File: config.mk
export PLATFORM = sky130hd
export DESIGN_NAME = fspc_div_step
export DESIGN_NICKNAME = d
export VERILOG_FILES = /design/src/rtl/fan_speed_p_controller_core_assert.svh /design/src/rtl/fspc_pkg.sv /design/src/rtl/fspc_div_step.sv
export SDC_FILE = /design/constraint.sdc
export NUM_CORES = 1
export LEC_CHECK = 0
export BUFFER_PORTS_ARGS = -buffer_cell sky130_fd_sc_hd__clkbuf_2
export CAP_MARGIN = 30
export CORE_UTILIZATION = 45
export CTS_BUF_LIST = sky130_fd_sc_hd__clkbuf_4
export CTS_CLUSTER_SIZE = 24
export DETAILED_ROUTE_END_ITERATION = 6
export PLACE_DENSITY = 0.79
export SLEW_MARGIN = 20
export SYNTH_ARGS = -nofsm -noshare
export SYNTH_HDL_FRONTEND = slang
export SYNTH_SLANG_ARGS = --single-unit
File: constraint.sdc
create_clock -name clk_i -period 4 [get_ports clk_i]
set_input_delay 0 -clock clk_i [delete_from_list [all_inputs] [get_ports clk_i]]
set_output_delay 0 -clock clk_i [all_outputs]
set_load 0.1 [all_outputs]
File: src/rtl/fan_speed_p_controller_core_assert.svh
// ----------------------------------------------------------------------------
// Fan speed controller assertion macros
// Shared property forms for the checks in the controller RTL; the user's
// module must provide clk_i and rst_ni.
// ----------------------------------------------------------------------------
`ifndef FAN_SPEED_P_CONTROLLER_CORE_ASSERT_SVH
`define FAN_SPEED_P_CONTROLLER_CORE_ASSERT_SVH

// Same-cycle implication, held off during reset.
`define FSPC_ASSERT_NOW(lbl, ante, cons) \
  lbl: assert property (@(posedge clk_i) disable iff (!rst_ni) (ante) |-> (cons)) \
    else $error("fan speed controller check failed");

// Next-cycle implication, held off during reset.
`define FSPC_ASSERT_NEXT(lbl, ante, cons) \
  lbl: assert property (@(posedge clk_i) disable iff (!rst_ni) (ante) |=> (cons)) \
    else $error("fan speed controller check failed");

`endif

File: src/rtl/fspc_pkg.sv
// ----------------------------------------------------------------------------
// Fan speed controller package
// Payload types, pipeline record and fixed arithmetic constants.
// ----------------------------------------------------------------------------
package fspc_pkg;

  // Quotient bits produced by the speed divider; one per stage.
  localparam int unsigned DivSteps = 16;

  // Half a minute at 40 MHz: the dividend that turns a tach period into rpm.
  localparam logic [30:0] TicksHalfMin = 31'd1200000000;
  // Periods at or below this give more than 65535 rpm.
  localparam logic [31:0] SatPeriod    = 32'd18310;
  localparam logic [15:0] RpmMax       = 16'hFFFF;
  localparam logic [13:0] DisplayMax   = 14'd9999;

  localparam logic [9:0]  TargetNum    = 10'd586;
  // ceil(2^32 / 1000): exact floor division for products below 2^22.
  localparam logic [22:0] TargetRecip  = 23'd4294968;
  // ceil(2^16 / 24): target * 100 / 2400 == target / 24.
  localparam logic [11:0] DutyRecip    = 12'd2731;
  localparam logic [6:0]  DutyFull     = 7'd100;
  localparam logic [10:0] DutyScale    = 11'd1038;
  localparam logic [16:0] DriveDen     = 17'd100000;
  // ceil(2^40 / 3125): divide by 100000 as >> 5 then / 3125.
  localparam logic [28:0] DriveRecip   = 29'd351843721;

  // Decimal digit reciprocals.
  localparam logic [14:0] Recip1000    = 15'd16778;  // 2^24 scale
  localparam logic [9:0]  Recip100     = 10'd656;    // 2^16 scale
  localparam logic [6:0]  Recip10      = 7'd103;     // 2^10 scale

  typedef struct packed {
    logic [11:0] setpoint_sample;
    logic [31:0] tach_period;
  } in_item_t;

  typedef struct packed {
    logic [11:0] target_rpm;
    logic [15:0] measured_rpm;
    logic [15:0] pulse_width;
    logic [3:0]  digit_thousands;
    logic [3:0]  digit_hundreds;
    logic [3:0]  digit_tens;
  } out_item_t;

  // Record carried through the divider stages.
  typedef struct packed {
    logic [31:0] rem;
    logic [31:0] divisor;
    logic [15:0] quot;
    logic        sat;
    logic [21:0] scaled_sp;
    logic [11:0] target;
    logic [6:0]  duty;
  } div_item_t;

endpackage

File: src/rtl/fspc_div_step.sv
// ----------------------------------------------------------------------------
// Fan speed controller divider step
// One restoring-division step and its pipeline register.
// ----------------------------------------------------------------------------
module fspc_div_step (
  input  logic                  clk_i,
  input  logic                  rst_ni,
  input  logic                  dvd_bit_i,
  input  logic                  valid_i,
  output logic                  ready_o,
  input  fspc_pkg::div_item_t   data_i,
  output logic                  valid_o,
  input  logic                  ready_i,
  output fspc_pkg::div_item_t   data_o
);
  import fspc_pkg::*;

  logic [32:0] trial;
  logic [32:0] diff;
  logic        fits;
  div_item_t   data_d;
  div_item_t   data_q;
  logic        valid_q;

  // Bring down the next dividend bit, subtract where the divisor fits.
  always_comb begin
    trial       = {data_i.rem, dvd_bit_i};
    diff        = trial - {1'b0, data_i.divisor};
    fits        = (trial >= {1'b0, data_i.divisor});
    data_d      = data_i;
    data_d.rem  = fits ? diff[31:0] : trial[31:0];
    data_d.quot = {data_i.quot[DivSteps-2:0], fits};
  end

  assign ready_o = !valid_q || ready_i;
  assign valid_o = valid_q;
  assign data_o  = data_q;

  always_ff @(posedge clk_i or negedge rst_ni) begin
    if (!rst_ni) begin
      valid_q <= 1'b0;
    end else if (ready_o) begin
      valid_q <= valid_i;
    end
  end

  always_ff @(posedge clk_i) begin
    if (ready_o && valid_i) begin
      data_q <= data_d;
    end
  end

endmodule

## After elaboration in Yosys (flattened, before gate mapping)

Cells that the tools add are included.

| storage, ports and cells | value |
|---|---|
| register bits after elaboration | 123 |
| bits in latches | 0 |
| bits in writable memories | 0 |
| memory bits (read-only) | 0 |
| memories kept | 0 |

| cells by class | value |
|---|---|
| add/sub/neg operators | 1 |
| multiply operators | 0 |
| divide/modulo/power cells | 0 |
| magnitude comparators | 1 |
| equality and inequality tests | 0 |
| shift-type cells | 0 |
| multiplexer cells | 1 |
| bitwise operators | 0 |
| reductions and logical operators | 3 |

Operators by type and width:

| cell | count |
|---|---|
| >= comparator 33 x 32 -> 1 bit | 1 |
| two-way mux 32 bit | 1 |
| subtractor 32 bit | 1 |
| logical AND 1 bit | 1 |
| logical NOT 1 bit | 1 |
| logical OR 1 bit | 1 |

## Logic depth before layout (Yosys ltp)

Gate-level depths: netlist of the first run.

| depth | value |
|---|---|
| word-level depth | 3 |
| depth in mapped cells | 13 |

## Worst setup path before layout of the first run

Ideal clock, no wire load.

| timing | value |
|---|---|
| kind | register -> register |
| from | register valid_q (netlist: valid_o) |
| to | register data_q, in the netlist data_o[0] (enable) |
| library setup time | 494 ps |
| arrival | 4581 ps |
| required time | 3506 ps |
| path slack | -1076 ps |
| stages on the path, launching flop included | 3 |
| path buffers | 0 |
| cell sequence | dfrtp_1 > nand2b_1 > and2_1 |

| on the way | value |
|---|---|
| word-level cells in the longest chain between the ends | 3 |

RTL lines:

| what | RTL line | source |
|---|---|---|
| start, declared | fspc_div_step.sv:23 | `logic valid_q;` |
| start signal, assigned | fspc_div_step.sv:43 | `valid_q <= valid_i;` |
| logical NOT 1 bit | fspc_div_step.sv:35 | `assign ready_o = !valid_q \|\| ready_i;` |
| logical OR 1 bit | fspc_div_step.sv:35 |  |
| net ready_o | fspc_div_step.sv:10 | `output logic ready_o,` |
| logical AND 1 bit | fspc_div_step.sv:48 | `if (ready_o && valid_i) begin` |
| end signal, assigned | fspc_div_step.sv:49 | `data_q <= data_d;` |
| end, declared | fspc_div_step.sv:22 | `div_item_t data_q;` |

The timed path passes the listed nets, and every way through them passes these cells.
A chain may end at the register's enable or synchronous reset.

==> reports/qor.yml, run 1 <==
clocking:
  root_buffer: "clkbuf_4"
  clkTransAtPathRegs_ps: 130
  clkLatencyLatePin_ps: 520
  cts_tree: "done"
  htreeDepth: 4
  clock_sinks: 123
  cts_buffers: 17
  clk_path_buf_depth: 2
hold_path:
  whs_path_depth: 2
  min_from: "data_i[3]"
  whs_endpoint: "data_o[3]"
  hold_class: "input pin to flip-flop"
timing:
  period_needed_ps: 3610
  worst_slack_ps: 389
  slew_viol_final: 0
  finalSetupViolations: 0
  final.setup.tns_ps: 0
  finalCritPeriodShare_pct: 90.3
  finalClockSkew_ps: 17.6
  max_slew_margin_pct: 57.8
  worst_slew_pin_slew_ps: 633
  hold_viol: 0
  clock.fmax_mhz: 277
  rsz0062_at_grt: "no"
die:
  core_mm2: 0.0127
  num_rows: 41
  die-area_mm2: 0.0136
  ios: 251
  initial_utilization_pct: 46.5
  die_x_um: 117
  die-height_um: 117
route:
  drtIter0Drc: 438
  drt_pass1_iterations: 5
  ant_nets: 0
  drt_wl_total_mm: 18.4
  viasPerCell: 5.10
  drt-wirelength-per-cell_um: 17.7
  vias: 5289
  drc: 0
synth:
  synth_warnings: 0
  synth_edf_count: 122
  syn_area_per_cell_um2: 12.6
  ys_types: 49
  syn-instance-count: 471
  synth-main-ff-cell: "edfxtp_1"
  ys_seq_area_share_pct: 62.3
  synth_area_mm2: 0.00592
  synth_seq_cells: 123
  async_flop_share_pct: 0.813
  syn_nets: 631
setup_path:
  worst_setup_path_start_kind: "input pin"
  rr_startpoint: "valid_o"
  worstSetupPathType: "input pin to flip-flop"
  reg2reg_slack_ps: 2000
  end_kind: "flip-flop"
  worstPathMaxFanout: 34
  reg2regPathDepth: 3
  cp.arrival_ps: 3900
  cp.required_ps: 4290
  r2r_end: "data_o[34]"
grt:
  grtUsageTotal_pct: 27.0
  grt_antenna_before_repair: 2
  grt_pass1_wl_mm: 27.0
  overflow: 0
  grt_max_degree: 78
  first_global_vias: 5353
placed_design:
  place.gp.congestion: 0.947
  port_buffers: 249
  place_hpwl_mm: 11.4
  placed_area_mm2: 0.00733
  pre_cts_ws_ps: 696
outcome:
  status: "completed"
flow_run:
  drv_cap: 0
final_layout:
  fin_nets: 1010
  final_cell_mix: "249 x clkbuf_2, 126 x dlygate4sd3_1, 122 x edfxtp_1, 56 x a21oi_1, 38 x inv_1"
  drive_above_1_share_pct: 34.1
  final_common_cell: "clkbuf_2"
  syn_to_final_growth_pct: 50.8
  fin_area_mm2: 0.00892
power:
  peakVddDrop_v: 0.000196
  comb_power_share_pct: 33.8
  intPower_w: 0.00239
  seq_power_share_pct: 40.2
  powerDensity_mw_per_mm2: 437
  p_sw_share_pct: 38.8
  switching_power_w: 0.00151
  clock_power_share_pct: 26.0
  p_leak_nw: 3.96
==> state kept, by name, summed over array words and instances, names as in the netlist <==
name	cells
valid_o	1
data_o	122
==> cells by family (layout without fill, tap and decap cells) <==
kind of cell    after synthesis  after routing  synth area share, %
mux                          11             11                 2.07
buf+inv                      56            448                 3.93
fa+ha+maj                    33             33                 7.11
flops                       123            123                 62.3
compound gates              119            119                 12.4
xor+xnor                     27             27                 4.00
other cells                   0              2                    0
simple gates                102            102                 8.18
==> repair_timing <==
item                                   4_1_cts  5_1_grt
setup buffers                                0        0
gates resized for setup                      0        0
endpoints found under the hold margin      123        0
hold buffers                               126        0
==> power by group through the flow <==
stage | Clock (W) | Combinational, W | Sequential, W
floorplan | 0 | 0.000341 | 0.00221
global placement | 0 | 0.00118 | 0.00159
detailed placement | 0 | 0.00119 | 0.00159
CTS | 0.00102 | 0.00130 | 0.00156
global route | 0.00108 | 0.00138 | 0.00157
finish | 0.00101 | 0.00132 | 0.00157
==> per-layer routing <==
metal  part of all wire (%)  global-route usage (%)  wire, um  up-vias
met5                   0.17                    1.48        32        -
met4                    3.9                    15.6       722        2
met3                    7.5                    8.56      1380       52
met2                     50                    46.4      9220      261
met1                     38                    29.4      7020     2470
li1                       -                       -         -     2504
==> worst max-delay path by stage <==
stage	from	endpoint	slack, ps	cells past startpoint
global route	data_i[74]	data_o[119]	220	14
CTS	data_i[74]	data_o[119]	480	14
floorplan	valid_o	data_o[0]	230	2
finish	data_i[74]	data_o[119]	390	14
global placement	dvd_bit_i	data_o[120]	720	13
detailed placement	dvd_bit_i	data_o[120]	700	13
==> stage by stage <==
step	power [W]	utilization [%]	cells	hold WS [ps]
6_report	0.00390	70.1	1037	191
2_1_floorplan	0.00255	-	471	-296
5_1_grt	0.00404	70.1	1037	125
4_1_cts	0.00388	70.1	1035	131
3_3_place_gp	0.00276	57.6	877	-225
3_5_place_dp	0.00278	57.6	877	-223
==> Yosys cell counts, types with 2 or more instances <==
library cell	count	area, um2
and2_1	3	18.8
inv_1	38	143
a31oi_1	5	31.3
a211oi_1	3	22.5
o21bai_1	3	22.5
nor4_1	4	25.0
nand2_1	26	97.6
o21ai_0	16	80.1
o21a_1	6	45.0
nor2_1	35	131
mux2_1	4	45.0
a2bb2oi_1	2	17.5
a21oi_1	56	280
mux2_2	6	67.6
or4_1	2	15.0
edfxtp_1	122	3660
nand3_1	8	40.0
o211ai_1	4	30.0
buf_2	8	40.0
xnor2_1	15	131
ha_1	32	400
nand4_1	8	50.1
buf_4	3	22.5
nor2b_1	3	18.8
and4_1	2	17.5
a21o_1	12	90.1
nor3_1	2	10.0
nand2b_1	5	31.3
xor2_1	12	105
o22ai_1	2	12.5
clkbuf_1	6	22.5
==> worst max-delay path, cell delays in order <==
cell and delay [ps]:
dlygate4sd3_1 560, clkbuf_2 150, inv_1 50, ha_1 410, nand4_1 200, or4_1 510
a21oi_1 150, nor3_1 100, a211oi_2 260, o21ai_2 180, o31ai_4 240, buf_4 400
o22ai_1 130, dlygate4sd3_1 570
==> area by class of cell <==
type | count | area (um2)
fillers | 874 | 3800
diodes | 2 | 5.00
repair buffers | 378 | 2540
flip-flops and latches | 123 | 3690
multi-input cells | 292 | 2000
well taps | 172 | 215
clock buffers | 18 | 135
inverters | 38 | 143
clock inverters | 14 | 193
No activity file was read; power rests on OpenSTA's default activity.
==> run 2: changes to the inputs <==
--- a/config.mk
+++ b/config.mk
@@ -7,11 +7,10 @@
 export LEC_CHECK = 0
 export BUFFER_PORTS_ARGS = -buffer_cell sky130_fd_sc_hd__clkbuf_2
 export CAP_MARGIN = 30
-export CORE_UTILIZATION = 45
+export CORE_UTILIZATION = 30
 export CTS_BUF_LIST = sky130_fd_sc_hd__clkbuf_4
 export CTS_CLUSTER_SIZE = 24
 export DETAILED_ROUTE_END_ITERATION = 6
-export PLACE_DENSITY = 0.79
 export SLEW_MARGIN = 20
 export SYNTH_ARGS = -nofsm -noshare
 export SYNTH_HDL_FRONTEND = slang
==> run 2 against run 1 <==
Cell count increased by 8.9%. Flip-flop and latch count unchanged. Register-to-register slack improved by 70 ps. Critical path depth unchanged. Final area increased by 1.4%. Critical endpoint unchanged. Maximum frequency increased by 5.9%.
==> reports/qor.yml, run 2 (synthesis results as in run 1) <==
final_layout:
  fillers: 1838
  largest_reg_flops: 122
  final_cells: 1129
  final_cell_mix: "249 x clkbuf_2, 126 x dlygate4sd3_1, 122 x edfxtp_1, 56 x a21oi_1, 38 x inv_1"
  final_common_cell: "clkbuf_2"
  drive_above_1_share_pct: 34.2
  syn_to_final_growth_pct: 52.9
  fin_nets: 1010
placed_design:
  pre_cts_ws_ps: 636
  place.gp.congestion: 0.810
  port_buffers: 249
  place_hpwl_mm: 11.5
  dpl.cell_count: 970
clocking:
  clock_sinks: 123
  cts_tree: "done"
  ctsResizeCount: 0
  clk_path_buf_depth: 2
  root_buffer: "clkbuf_4"
  cts_buffers: 17
  clkTransAtPathRegs_ps: 130
  clkLatencyLatePin_ps: 540
  htreeDepth: 4
route:
  drtIter0Drc: 252
  drt_pass1_iterations: 4
  drc: 0
  drt_wl_total_mm: 16.2
  drt-wirelength-per-cell_um: 14.4
  ant_nets: 0
  viasPerCell: 4.43
  vias: 5003
grt:
  first_global_vias: 4920
  grtUsageTotal_pct: 16.2
  grt_antenna_before_repair: 1
  overflow: 0
  grt_pass1_wl_mm: 24.9
  grt_max_degree: 71
timing:
  finalSetupViolations: 0
  clock.fmax_mhz: 293
  worst_slew_pin_slew_ps: 690
  worst_slack_ps: 589
  rsz0062_at_grt: "no"
  max_slew_margin_pct: 54.0
  slew_viol_final: 0
  period_needed_ps: 3410
  final.setup.tns_ps: 0
  finalClockSkew_ps: 11.1
  hold_viol: 0
  hold_ws_ps: 173
  finalCritPeriodShare_pct: 85.3
setup_path:
  worstPathMaxFanout: 20
  worstSetupPathType: "input pin to flip-flop"
  cp.arrival_ps: 3720
  cp.required_ps: 4310
  end_kind: "flip-flop"
  worst_setup_path_start_kind: "input pin"
power:
  peakVddDrop_v: 0.000185
  p_leak_nw: 3.97
  powerDensity_mw_per_mm2: 433
flow_run:
  drv_cap: 0
hold_path:
  hold_class: "input pin to flip-flop"
die:
  ios: 251
  core_mm2: 0.0194
  initial_utilization_pct: 30.5
  num_rows: 51
  die_x_um: 142
  die-height_um: 142
  die-area_mm2: 0.0203
outcome:
  status: "completed"
[run 2: routing by layer]
| layer | vias to the layer above | global-route usage, % | share of wire (%) |
|---|---|---|---|
| li1 | 2503 | - | - |
| met4 | 0 | 6.11 | 1.3 |
| met5 | - | 0 | 0 |
| met1 | 2306 | 19.6 | 44 |
| met3 | 12 | 3.84 | 6.3 |
| met2 | 182 | 27.9 | 49 |
[run 2: stage by stage]
stage               total power (W)  util, %  cell area (um2)
detailed placement          0.00279     38.4             7440
finish                      0.00392     46.6             9050
floorplan                   0.00255        -             5920
global route                0.00409     46.6             9050
CTS                         0.00397     46.6             9050
global placement            0.00278     38.4             7440
[run 2: final cells by class]
type                       instances  area, um2  share of cell area [%]
tap                              265        332                    3.66
antenna                            1       2.50                  0.0277
timing repair buffer             378       2540                    28.1
clock buffer                      18        135                    1.49
clock inverter                    14        208                    2.30
inverter                          38        143                    1.58
sequential                       123       3690                    40.8
multi-input combinational        292       2000                    22.1
[run 2: worst paths after layout]
| kind | startpoint | end | slack [ps] | depth (start not counted) |
|---|---|---|---|---|
| setup / recovery | data_i[65] | data_o[119] | 590 | 14 |
| hold / removal | data_i[9] | data_o[9] | 170 | 2 |
| setup reg to reg | valid_o | data_o[83] | 2070 | 3 |
| hold reg to reg | valid_o | data_o[13] | 1080 | 2 |
| max in group asynchronous | rst_ni | valid_o | 3620 | 3 |
| min in group asynchronous | rst_ni | valid_o | 280 | 3 |
[run 2: timing repair]
| item | CTS | global route |
|---|---|---|
| hold endpoints to repair | 123 | 0 |
| hold buffers | 126 | 0 |
| buffers inserted | 0 | 0 |
[run 2: critical path, stage by stage]
cell and delay, ps:
dlygate4sd3_1 520, clkbuf_2 110, inv_1 50, ha_1 390, nand4_1 200, or4_1 530
a21oi_1 130, nor3_1 100, a211oi_2 250, o21ai_2 180, o31ai_4 250, buf_4 290
o22ai_1 110, dlygate4sd3_1 580
[run 2: power by group]
part / switching [W] / internal [W]
logic: 0.000956 / 0.000342
registers: 0.0000222 / 0.00154
clock network: 0.000542 / 0.000520
total: 0.00152 / 0.00240
