--- src/rtl/fan_speed_p_controller_core_assert.svh ---
// ----------------------------------------------------------------------------
// Fan speed controller assertion macros
// Shared property forms for the checks in the controller RTL; the user's
// module must provide clk_i and rst_ni.
// ----------------------------------------------------------------------------
`ifndef FAN_SPEED_P_CONTROLLER_CORE_ASSERT_SVH
`define FAN_SPEED_P_CONTROLLER_CORE_ASSERT_SVH

// Same-cycle implication, held off during reset.
`define FSPC_ASSERT_NOW(lbl, ante, cons) \
  lbl: assert property (@(posedge clk_i) disable iff (!rst_ni) (ante) |-> (cons)) \
    else $error("fan speed controller check failed");

// Next-cycle implication, held off during reset.
`define FSPC_ASSERT_NEXT(lbl, ante, cons) \
  lbl: assert property (@(posedge clk_i) disable iff (!rst_ni) (ante) |=> (cons)) \
    else $error("fan speed controller check failed");

`endif

--- src/rtl/fspc_pkg.sv ---
// ----------------------------------------------------------------------------
// Fan speed controller package
// Payload types, pipeline record and fixed arithmetic constants.
// ----------------------------------------------------------------------------
package fspc_pkg;

  // Quotient bits produced by the speed divider; one per stage.
  localparam int unsigned DivSteps = 16;

  // Half a minute at 40 MHz: the dividend that turns a tach period into rpm.
  localparam logic [30:0] TicksHalfMin = 31'd1200000000;
  // Periods at or below this give more than 65535 rpm.
  localparam logic [31:0] SatPeriod    = 32'd18310;
  localparam logic [15:0] RpmMax       = 16'hFFFF;
  localparam logic [13:0] DisplayMax   = 14'd9999;

  localparam logic [9:0]  TargetNum    = 10'd586;
  // ceil(2^32 / 1000): exact floor division for products below 2^22.
  localparam logic [22:0] TargetRecip  = 23'd4294968;
  // ceil(2^16 / 24): target * 100 / 2400 == target / 24.
  localparam logic [11:0] DutyRecip    = 12'd2731;
  localparam logic [6:0]  DutyFull     = 7'd100;
  localparam logic [10:0] DutyScale    = 11'd1038;
  localparam logic [16:0] DriveDen     = 17'd100000;
  // ceil(2^40 / 3125): divide by 100000 as >> 5 then / 3125.
  localparam logic [28:0] DriveRecip   = 29'd351843721;

  // Decimal digit reciprocals.
  localparam logic [14:0] Recip1000    = 15'd16778;  // 2^24 scale
  localparam logic [9:0]  Recip100     = 10'd656;    // 2^16 scale
  localparam logic [6:0]  Recip10      = 7'd103;     // 2^10 scale

  typedef struct packed {
    logic [11:0] setpoint_sample;
    logic [31:0] tach_period;
  } in_item_t;

  typedef struct packed {
    logic [11:0] target_rpm;
    logic [15:0] measured_rpm;
    logic [15:0] pulse_width;
    logic [3:0]  digit_thousands;
    logic [3:0]  digit_hundreds;
    logic [3:0]  digit_tens;
  } out_item_t;

  // Record carried through the divider stages.
  typedef struct packed {
    logic [31:0] rem;
    logic [31:0] divisor;
    logic [15:0] quot;
    logic        sat;
    logic [21:0] scaled_sp;
    logic [11:0] target;
    logic [6:0]  duty;
  } div_item_t;

endpackage

--- src/rtl/fspc_drive.sv ---
// ----------------------------------------------------------------------------
// Fan speed controller drive stages
// Error term, clamped drive, PWM scaling and display digits in four stages.
// ----------------------------------------------------------------------------
module fspc_drive (
  input  logic                  clk_i,
  input  logic                  rst_ni,
  input  logic [15:0]           pwm_load_i,
  input  logic [7:0]            p_gain_i,
  input  logic                  valid_i,
  output logic                  ready_o,
  input  fspc_pkg::div_item_t   data_i,
  output logic                  valid_o,
  input  logic                  ready_i,
  output fspc_pkg::out_item_t   data_o
);
  import fspc_pkg::*;

  typedef struct packed {
    logic [11:0]        target;
    logic [15:0]        rpm;
    logic signed [26:0] gprod;
    logic [16:0]        duty_sc;
    logic [13:0]        shown;
    logic [3:0]         th;
  } p1_t;

  typedef struct packed {
    logic [11:0] target;
    logic [15:0] rpm;
    logic [16:0] dclamp;
    logic [3:0]  th;
    logic [9:0]  r1;
    logic [3:0]  hu;
  } p2_t;

  typedef struct packed {
    logic [11:0] target;
    logic [15:0] rpm;
    logic [32:0] prod;
    logic [3:0]  th;
    logic [3:0]  hu;
    logic [3:0]  te;
  } p3_t;

  logic [3:0] valid_q;
  logic [3:0] rdy;
  p1_t        p1_d, p1_q;
  p2_t        p2_d, p2_q;
  p3_t        p3_d, p3_q;
  out_item_t  p4_d, p4_q;

  logic [15:0]        rpm;
  logic signed [17:0] err;
  logic [28:0]        th_prod;
  logic signed [26:0] drv;
  logic [13:0]        th_scaled;
  logic [13:0]        r1_full;
  logic [19:0]        hu_prod;
  logic [9:0]         hu_scaled;
  logic [6:0]         r2;
  logic [13:0]        te_prod;
  logic [56:0]        pw_prod;

  // Stage 1: measured speed, gain times error, base duty, thousands digit.
  always_comb begin
    rpm          = data_i.sat ? RpmMax : data_i.quot;
    err          = $signed({6'd0, data_i.target}) - $signed({2'd0, rpm});
    p1_d.target  = data_i.target;
    p1_d.rpm     = rpm;
    p1_d.gprod   = $signed({19'd0, p_gain_i}) * $signed({{9{err[17]}}, err});
    p1_d.duty_sc = {10'd0, data_i.duty} * {6'd0, DutyScale};
    p1_d.shown   = (rpm > {2'd0, DisplayMax}) ? DisplayMax : rpm[13:0];
    th_prod      = {15'd0, p1_d.shown} * {14'd0, Recip1000};
    p1_d.th      = th_prod[27:24];
  end

  // Stage 2: drive, clamped to 0..full scale, and hundreds digit.
  always_comb begin
    drv         = $signed({10'd0, p1_q.duty_sc}) - p1_q.gprod;
    p2_d.target = p1_q.target;
    p2_d.rpm    = p1_q.rpm;
    p2_d.th     = p1_q.th;
    if (drv[26] || (drv == '0)) begin
      p2_d.dclamp = '0;
    end else if (drv > $signed({10'd0, DriveDen})) begin
      p2_d.dclamp = DriveDen;
    end else begin
      p2_d.dclamp = drv[16:0];
    end
    th_scaled = {10'd0, p1_q.th} * 14'd1000;
    r1_full   = p1_q.shown - th_scaled;
    p2_d.r1   = r1_full[9:0];
    hu_prod   = {10'd0, p2_d.r1} * {10'd0, Recip100};
    p2_d.hu   = hu_prod[19:16];
  end

  // Stage 3: scale by PWM period, tens digit.
  always_comb begin
    p3_d.target = p2_q.target;
    p3_d.rpm    = p2_q.rpm;
    p3_d.th     = p2_q.th;
    p3_d.hu     = p2_q.hu;
    p3_d.prod   = {16'd0, p2_q.dclamp} * {17'd0, pwm_load_i};
    hu_scaled   = {6'd0, p2_q.hu} * 10'd100;
    r2          = p2_q.r1[6:0] - hu_scaled[6:0];
    te_prod     = {7'd0, r2} * {7'd0, Recip10};
    p3_d.te     = te_prod[13:10];
  end

  // Stage 4: divide by 100000 as a shift and reciprocal multiply.
  always_comb begin
    pw_prod              = {29'd0, p3_q.prod[32:5]} * {28'd0, DriveRecip};
    p4_d.target_rpm      = p3_q.target;
    p4_d.measured_rpm    = p3_q.rpm;
    p4_d.pulse_width     = pw_prod[55:40];
    p4_d.digit_thousands = p3_q.th;
    p4_d.digit_hundreds  = p3_q.hu;
    p4_d.digit_tens      = p3_q.te;
  end

  // Each stage loads when empty or when its successor takes its transfer.
  assign rdy[3]  = !valid_q[3] || ready_i;
  assign rdy[2]  = !valid_q[2] || rdy[3];
  assign rdy[1]  = !valid_q[1] || rdy[2];
  assign rdy[0]  = !valid_q[0] || rdy[1];
  assign ready_o = rdy[0];
  assign valid_o = valid_q[3];
  assign data_o  = p4_q;

  always_ff @(posedge clk_i or negedge rst_ni) begin
    if (!rst_ni) begin
      valid_q <= '0;
    end else begin
      if (rdy[0]) valid_q[0] <= valid_i;
      if (rdy[1]) valid_q[1] <= valid_q[0];
      if (rdy[2]) valid_q[2] <= valid_q[1];
      if (rdy[3]) valid_q[3] <= valid_q[2];
    end
  end

  always_ff @(posedge clk_i) begin
    if (rdy[0] && valid_i)    p1_q <= p1_d;
    if (rdy[1] && valid_q[0]) p2_q <= p2_d;
    if (rdy[2] && valid_q[1]) p3_q <= p3_d;
    if (rdy[3] && valid_q[2]) p4_q <= p4_d;
  end

endmodule

--- config.mk ---
export PLATFORM = sky130hd
export DESIGN_NAME = fspc_drive
export DESIGN_NICKNAME = d
export VERILOG_FILES = /design/src/rtl/fan_speed_p_controller_core_assert.svh /design/src/rtl/fspc_pkg.sv /design/src/rtl/fspc_drive.sv
export SDC_FILE = /design/constraint.sdc
export NUM_CORES = 2
export LEC_CHECK = 0
export BUFFER_PORTS_ARGS = -buffer_cell sky130_fd_sc_hd__buf_2
export CAP_MARGIN = 40
export CORE_MARGIN = 2
export CORE_UTILIZATION = 45
export DETAILED_ROUTE_END_ITERATION = 10
export PLACE_DENSITY_LB_ADDON = 0.2
export SLEW_MARGIN = 20
export SYNTH_ARGS = -nofsm -noshare
export SYNTH_HDL_FRONTEND = slang
export SYNTH_SLANG_ARGS = --single-unit
--- constraint.sdc ---
create_clock -name clk_i -period 10.5 [get_ports clk_i]
set_clock_uncertainty 0.05 [all_clocks]
set_input_delay 2.1 -clock clk_i [delete_from_list [all_inputs] [get_ports clk_i]]
set_output_delay 2.1 -clock clk_i [all_outputs]
set_load 0.02 [all_outputs]
# ---- Yosys cells after proc, flatten, opt, wreduce, memory -nomap -nowiden
# Index checks and enable logic that the tools add are counted.
# W data, S select, Z words.
dict set report op_classes {
  magnitude_cmp 2
  reduce_logical 15
  mux 3
  add_sub_neg 4
  multipliers 9
}
# cell n
set op_table {}
lappend op_table {{$mul A28 B29 Y56 const B} 1}
lappend op_table {{$mul A17 B16 Y33} 1}
lappend op_table {{$gt A27 B18 Y1 const B} 1}
lappend op_table {{$logic_not A27 Y1} 1}
lappend op_table {{$mul A14 B14 Y27 const B} 1}
lappend op_table {{$sub A18 B27 Y27} 1}
lappend op_table {{$mul A9 B17 Y26} 1}
lappend op_table {{$mux W17} 1}
lappend op_table {{$sub A12 B16 Y17} 1}
lappend op_table {{$gt A16 B14 Y1 const B} 1}
lappend op_table {{$mul A10 B6 Y16 const B} 1}
lappend op_table {{$mul A7 B10 Y16 const B} 1}
lappend op_table {{$mux W16} 1}
lappend op_table {{$mul A7 B7 Y14 const B} 1}
lappend op_table {{$mux W14} 1}
lappend op_table {{$sub A10 B10 Y10} 1}
lappend op_table {{$mul A4 B7 Y7 const B} 1}
lappend op_table {{$sub A7 B7 Y7} 1}
lappend op_table {{$logic_or A1 B1 Y1} 5}
lappend op_table {{$mul A4 B5 Y5 const B} 1}
lappend op_table {{$logic_and A1 B1 Y1} 4}
lappend op_table {{$logic_not A1 Y1} 4}
lappend op_table {{$reduce_or A2 Y1} 1}
dict set report word_totals {
  out_inout_bits 58
  reg_bits 278
  wordCells 62
}

# ---- Depth between registers and ports, before layout
dict set report depth {
  ltp_word 6
  mapped_depth 33
}

# ---- Worst setup path before layout
# No wires, ideal clock.
dict set report synth_timing {
  path_type {input port to flip-flop}
  startpoint {input port data_i[41] (netlist bit)}
  endpoint {register p1_q[60] (netlist bit) (data pin)}
  t_required_ns 10.191
  t_arrival_ns 9.077
  path_stages 32
  path_slack_ns 1.114
  cell_sequence {clkbuf_1 > clkbuf_1 > clkbuf_1 > nor2_1 > ha_1 > nor2b_1 > o31ai_1 > a31oi_1 > a221oi_1 > a211oi_1 > maj3_1 > a21oi_1 > xnor2_1 > nand2_1 > fa_1 > inv_1 > fa_1 > fa_1 > inv_1 > fa_1 > inv_1 > ha_1 > nor2_1 > nor2_1 > a311oi_1 > o21bai_1 > a211oi_1 > o21a_1 > o21bai_1 > a211oi_1 > a21oi_1 > xnor2_1}
}
# item line
set synth_lines {}
lappend synth_lines {{start: declaration} fspc_drive.sv:12} ;# input fspc_pkg::div_item_t data_i,
lappend synth_lines {{end signal: assignment} fspc_drive.sv:143} ;# if (rdy[0] && valid_i) p1_q <= p1_d;
lappend synth_lines {{end: declaration} fspc_drive.sv:48} ;# p1_t p1_d, p1_q;

==> impl_summary.md <==
Routing
The number of optimization iterations in the first detailed-route pass is 5. The detail route stage leaves a number of antenna-violating nets equal to 0. After detailed routing, the number of vias per cell comes to between 4 and 5.

In the routed design, unresolved DRC markers number 0. The routed design has roughly 89 mm of wire. The mean routed wirelength per cell is approximately 17 um.

The first-iteration detailed-routing DRC count is between 1000 and 1500. Across all layers, the routed design uses roughly 26000 vias.

Global route
Global routing used 19.93% of the available tracks across all layers. The wire length of the first global-routing pass is approximately 150 mm. The remaining global-route overflow is 0. The via count of the first global-routing pass is roughly 29000. The largest net degree at the start of global routing is ~50. The initial antenna violation count came to 6.

Synth
Sorting the synthesized cells by area gives the leading types as sky130_fd_sc_hd__fa_1 31%, sky130_fd_sc_hd__ha_1 21%, sky130_fd_sc_hd__edfxtp_1 20%, sky130_fd_sc_hd__inv_1 9.5%, sky130_fd_sc_hd__and2_1 3.1%. Yosys instantiated no cell more often than sky130_fd_sc_hd__inv_1. The cell accounting for the most synthesized area is sky130_fd_sc_hd__fa_1. After synthesis the cells add up to about 41000 um2.

Synthesis instantiated between 70 and 80 different standard cells from the library. The sequential share of the synthesized area is about a fifth. The number of instances in the synthesized netlist is between 3000 and 4000. The count of flip-flops with a built-in enable after synthesis is roughly 270. The number of storage elements in the synthesis netlist is ~270. After synthesis, the most frequently instantiated cells are 1047 x sky130_fd_sc_hd__inv_1, 690 x sky130_fd_sc_hd__ha_1, 649 x sky130_fd_sc_hd__fa_1, 271 x sky130_fd_sc_hd__nand2_1, 268 x sky130_fd_sc_hd__edfxtp_1. In this run the mean area of a mapped cell was around 10 um2. For this run, the leading register cell type out of synthesis is sky130_fd_sc_hd__edfxtp_1. The fraction of synthesis flops using an asynchronous set or reset pin is under 10%. During synthesis, Yosys emitted a total of 0 warnings. The number of nets in the synthesized netlist is ~5400. The top-area cell type share of the netlist area is between 30% and 40%.

Critical path
By startpoint and endpoint, the worst setup path is classified as input pin to flip-flop. The highest net fanout along the worst path is 10. For the worst setup path, the data arrival time is ~9.5 ns. The critical path capture point type is a flip-flop. STA classifies the critical path startpoint as an input pin. For the worst setup path, the data required time is ~11 ns.

Clock tree
The root buffer cell chosen for the clock tree is sky130_fd_sc_hd__clkbuf_16. In this run the deepest clock path goes through 3 buffers. CTS built an H-tree with a depth of 1.

The CTS tree is built. Once the clock tree was built, the setup fixing pass inserted 0 buffers. After clock tree synthesis, the clock-pin slew on the worst setup and hold paths is 0.06 ns. The number of clock buffers added by TritonCTS is 31. The clock latency reported for the late side of the worst-skew pair is around 0.6 ns. Gates resized during post-CTS repair numbered 0.

CTS saw ~270 sinks. The count of hold buffers inserted by post-cts repair is 0.

STA
The period utilization is 87.60%. The count of endpoints failing setup in the final report is 0. Setup repair after global routing left no endpoint under its margin. The count of pins over their slew limit is 0. For this run, the top clock speed supported by timing is roughly 110 MHz. The number of failing hold endpoints at the final stage came to 0.

For the pin with the worst max-slew slack, the measured transition is 0.8493 ns. The final critical-path required period is approximately 9 ns. In the final timing run, aggregate negative setup slack is 0 ns. Headroom to the max-slew limit came out at between 40% and 50%.

Flow run
The total of max-cap violations is 0.

Floorplan
In this run the vertical extent of the chip is between 300 and 400 um. The initial core utilization is 45.22%. The number of ports placed on the die boundary is roughly 210.

The area of the placeable core is around 91000 um2. The count of standard-cell rows is 111. The die covers roughly 94000 um2.

The width of the die is ~310 um.

Place
Port buffering added ~120 buffers. At the end of routability-driven placement, the weighted congestion stood at approximately 0.9. The detailed placement HPWL is ~75 mm.

Hold path
The worst hold path belongs to the class flip-flop to flip-flop.

Status
The flow ran to the end, and the final reports show no timing, DRC or antenna violations.

Cells and area
At the end of the flow, the number of nets in the layout was ~5600. The post-route netlist has 5.442% of its cells at a drive strength greater than 1. The synthesis-to-finish area growth is 7.605%.
layout by cell type (no fill, tap or decap), types with 41 or more instances in the layout:
| cell type | n |
|---|---|
| sky130_fd_sc_hd__a21oi_1 | 104 |
| sky130_fd_sc_hd__inv_1 | 1047 |
| sky130_fd_sc_hd__xor2_1 | 41 |
| sky130_fd_sc_hd__buf_2 | 121 |
| sky130_fd_sc_hd__ha_1 | 690 |
| sky130_fd_sc_hd__and2_1 | 199 |
| sky130_fd_sc_hd__o21ai_0 | 45 |
| sky130_fd_sc_hd__edfxtp_1 | 268 |
| sky130_fd_sc_hd__nor2_1 | 105 |
| sky130_fd_sc_hd__a21o_1 | 58 |
| sky130_fd_sc_hd__nand2_1 | 271 |
| sky130_fd_sc_hd__xnor2_1 | 100 |
| sky130_fd_sc_hd__fa_1 | 649 |
final timing paths:
kind / slack (ns) / cells past startpoint / to / start
setup / recovery: 1.30 / 28 / p1_q[60] / data_i[41]
hold / removal: 0.36 / 0 / p3_q[45] / p2_q[35]
setup reg to reg: 2.52 / 22 / data_o[22] / p3_q[31]
hold reg to reg: 0.36 / 0 / p3_q[45] / p2_q[35]
max in group asynchronous: 9.02 / 1 / valid_q[3] / rst_ni
min in group asynchronous: 1.25 / 1 / valid_q[0] / rst_ni
kinds of logic (layout without fill, tap and decap cells):
kind of cell / Yosys count / in the layout / share of synthesized area, %
adders and majority gates: 1340 / 1340 / 52.43
other: 0 / 2 / 0
and+or+nand+nor: 762 / 762 / 9.239
muxes: 1 / 1 / 0.02426
DFF: 272 / 272 / 19.75
buffers and inverters: 1102 / 1243 / 10.07
AOI/OAI and AO/OA: 339 / 339 / 5.489
xor gates and xnor gates: 141 / 141 / 2.993
flip-flops by register name (all words and copies together) (netlist names):
| name | count |
|---|---|
| p2_q | 60 |
| data_o | 56 |
| p1_q | 84 |
| valid_q | 4 |
| p3_q | 68 |
per-stage QoR:
stage	instance area [um2]	hold slack, ns	util, %	setup slack, ns	instances
3_3_place_gp	43240	0.3513	47.39	0.7663	5223
2_1_floorplan	41260	0.3503	-	1.114	3957
5_1_grt	44400	0.3717	48.66	0.7628	5286
3_5_place_dp	43300	0.3545	47.45	0.7286	5225
4_1_cts	44370	0.3650	48.62	1.341	5283
6_report	44400	0.3629	48.66	1.302	5286
layout make-up:
class | instances | area (um2)
fillers | 8498 | 46850
multi-input cells | 2583 | 28970
flip-flops and latches | 272 | 8148
inverters | 1047 | 3930
well taps | 1186 | 1484
clock buffers | 40 | 819.5
repair buffers | 138 | 793.3
clock inverters | 18 | 249.0
diodes | 2 | 5.005
per-layer routing:
layer | share of wire [%] | GRT usage, %
met5 | 0.057 | 0
met2 | 50 | 35.39
met4 | 1.8 | 3.614
met3 | 3.2 | 1.916
met1 | 45 | 26.69
worst max-delay path, cell delays in order:
cell and delay [ns]:
sky130_fd_sc_hd__buf_2 0.18, sky130_fd_sc_hd__or2_2 0.35, sky130_fd_sc_hd__ha_1 0.21, sky130_fd_sc_hd__nor2b_1 0.15, sky130_fd_sc_hd__o31ai_1 0.11, sky130_fd_sc_hd__a31oi_1 0.35
sky130_fd_sc_hd__a21oi_1 0.11, sky130_fd_sc_hd__a211oi_1 0.56, sky130_fd_sc_hd__o2111ai_1 0.25, sky130_fd_sc_hd__nand3_1 0.17, sky130_fd_sc_hd__nand3_1 0.10, sky130_fd_sc_hd__xnor2_1 0.28
sky130_fd_sc_hd__or3b_2 0.53, sky130_fd_sc_hd__fa_1 0.54, sky130_fd_sc_hd__inv_1 0.05, sky130_fd_sc_hd__fa_1 0.48, sky130_fd_sc_hd__fa_1 0.55, sky130_fd_sc_hd__inv_1 0.05
sky130_fd_sc_hd__fa_1 0.49, sky130_fd_sc_hd__inv_1 0.05, sky130_fd_sc_hd__ha_1 0.35, sky130_fd_sc_hd__and3_1 0.17, sky130_fd_sc_hd__a211oi_1 0.33, sky130_fd_sc_hd__o21a_1 0.18
sky130_fd_sc_hd__o21bai_1 0.10, sky130_fd_sc_hd__a211oi_1 0.41, sky130_fd_sc_hd__a21oi_1 0.14, sky130_fd_sc_hd__xnor2_1 0.14
Power is not shown: default switching activity piles up to over one toggle a cycle in this logic, so the estimate is an artifact.
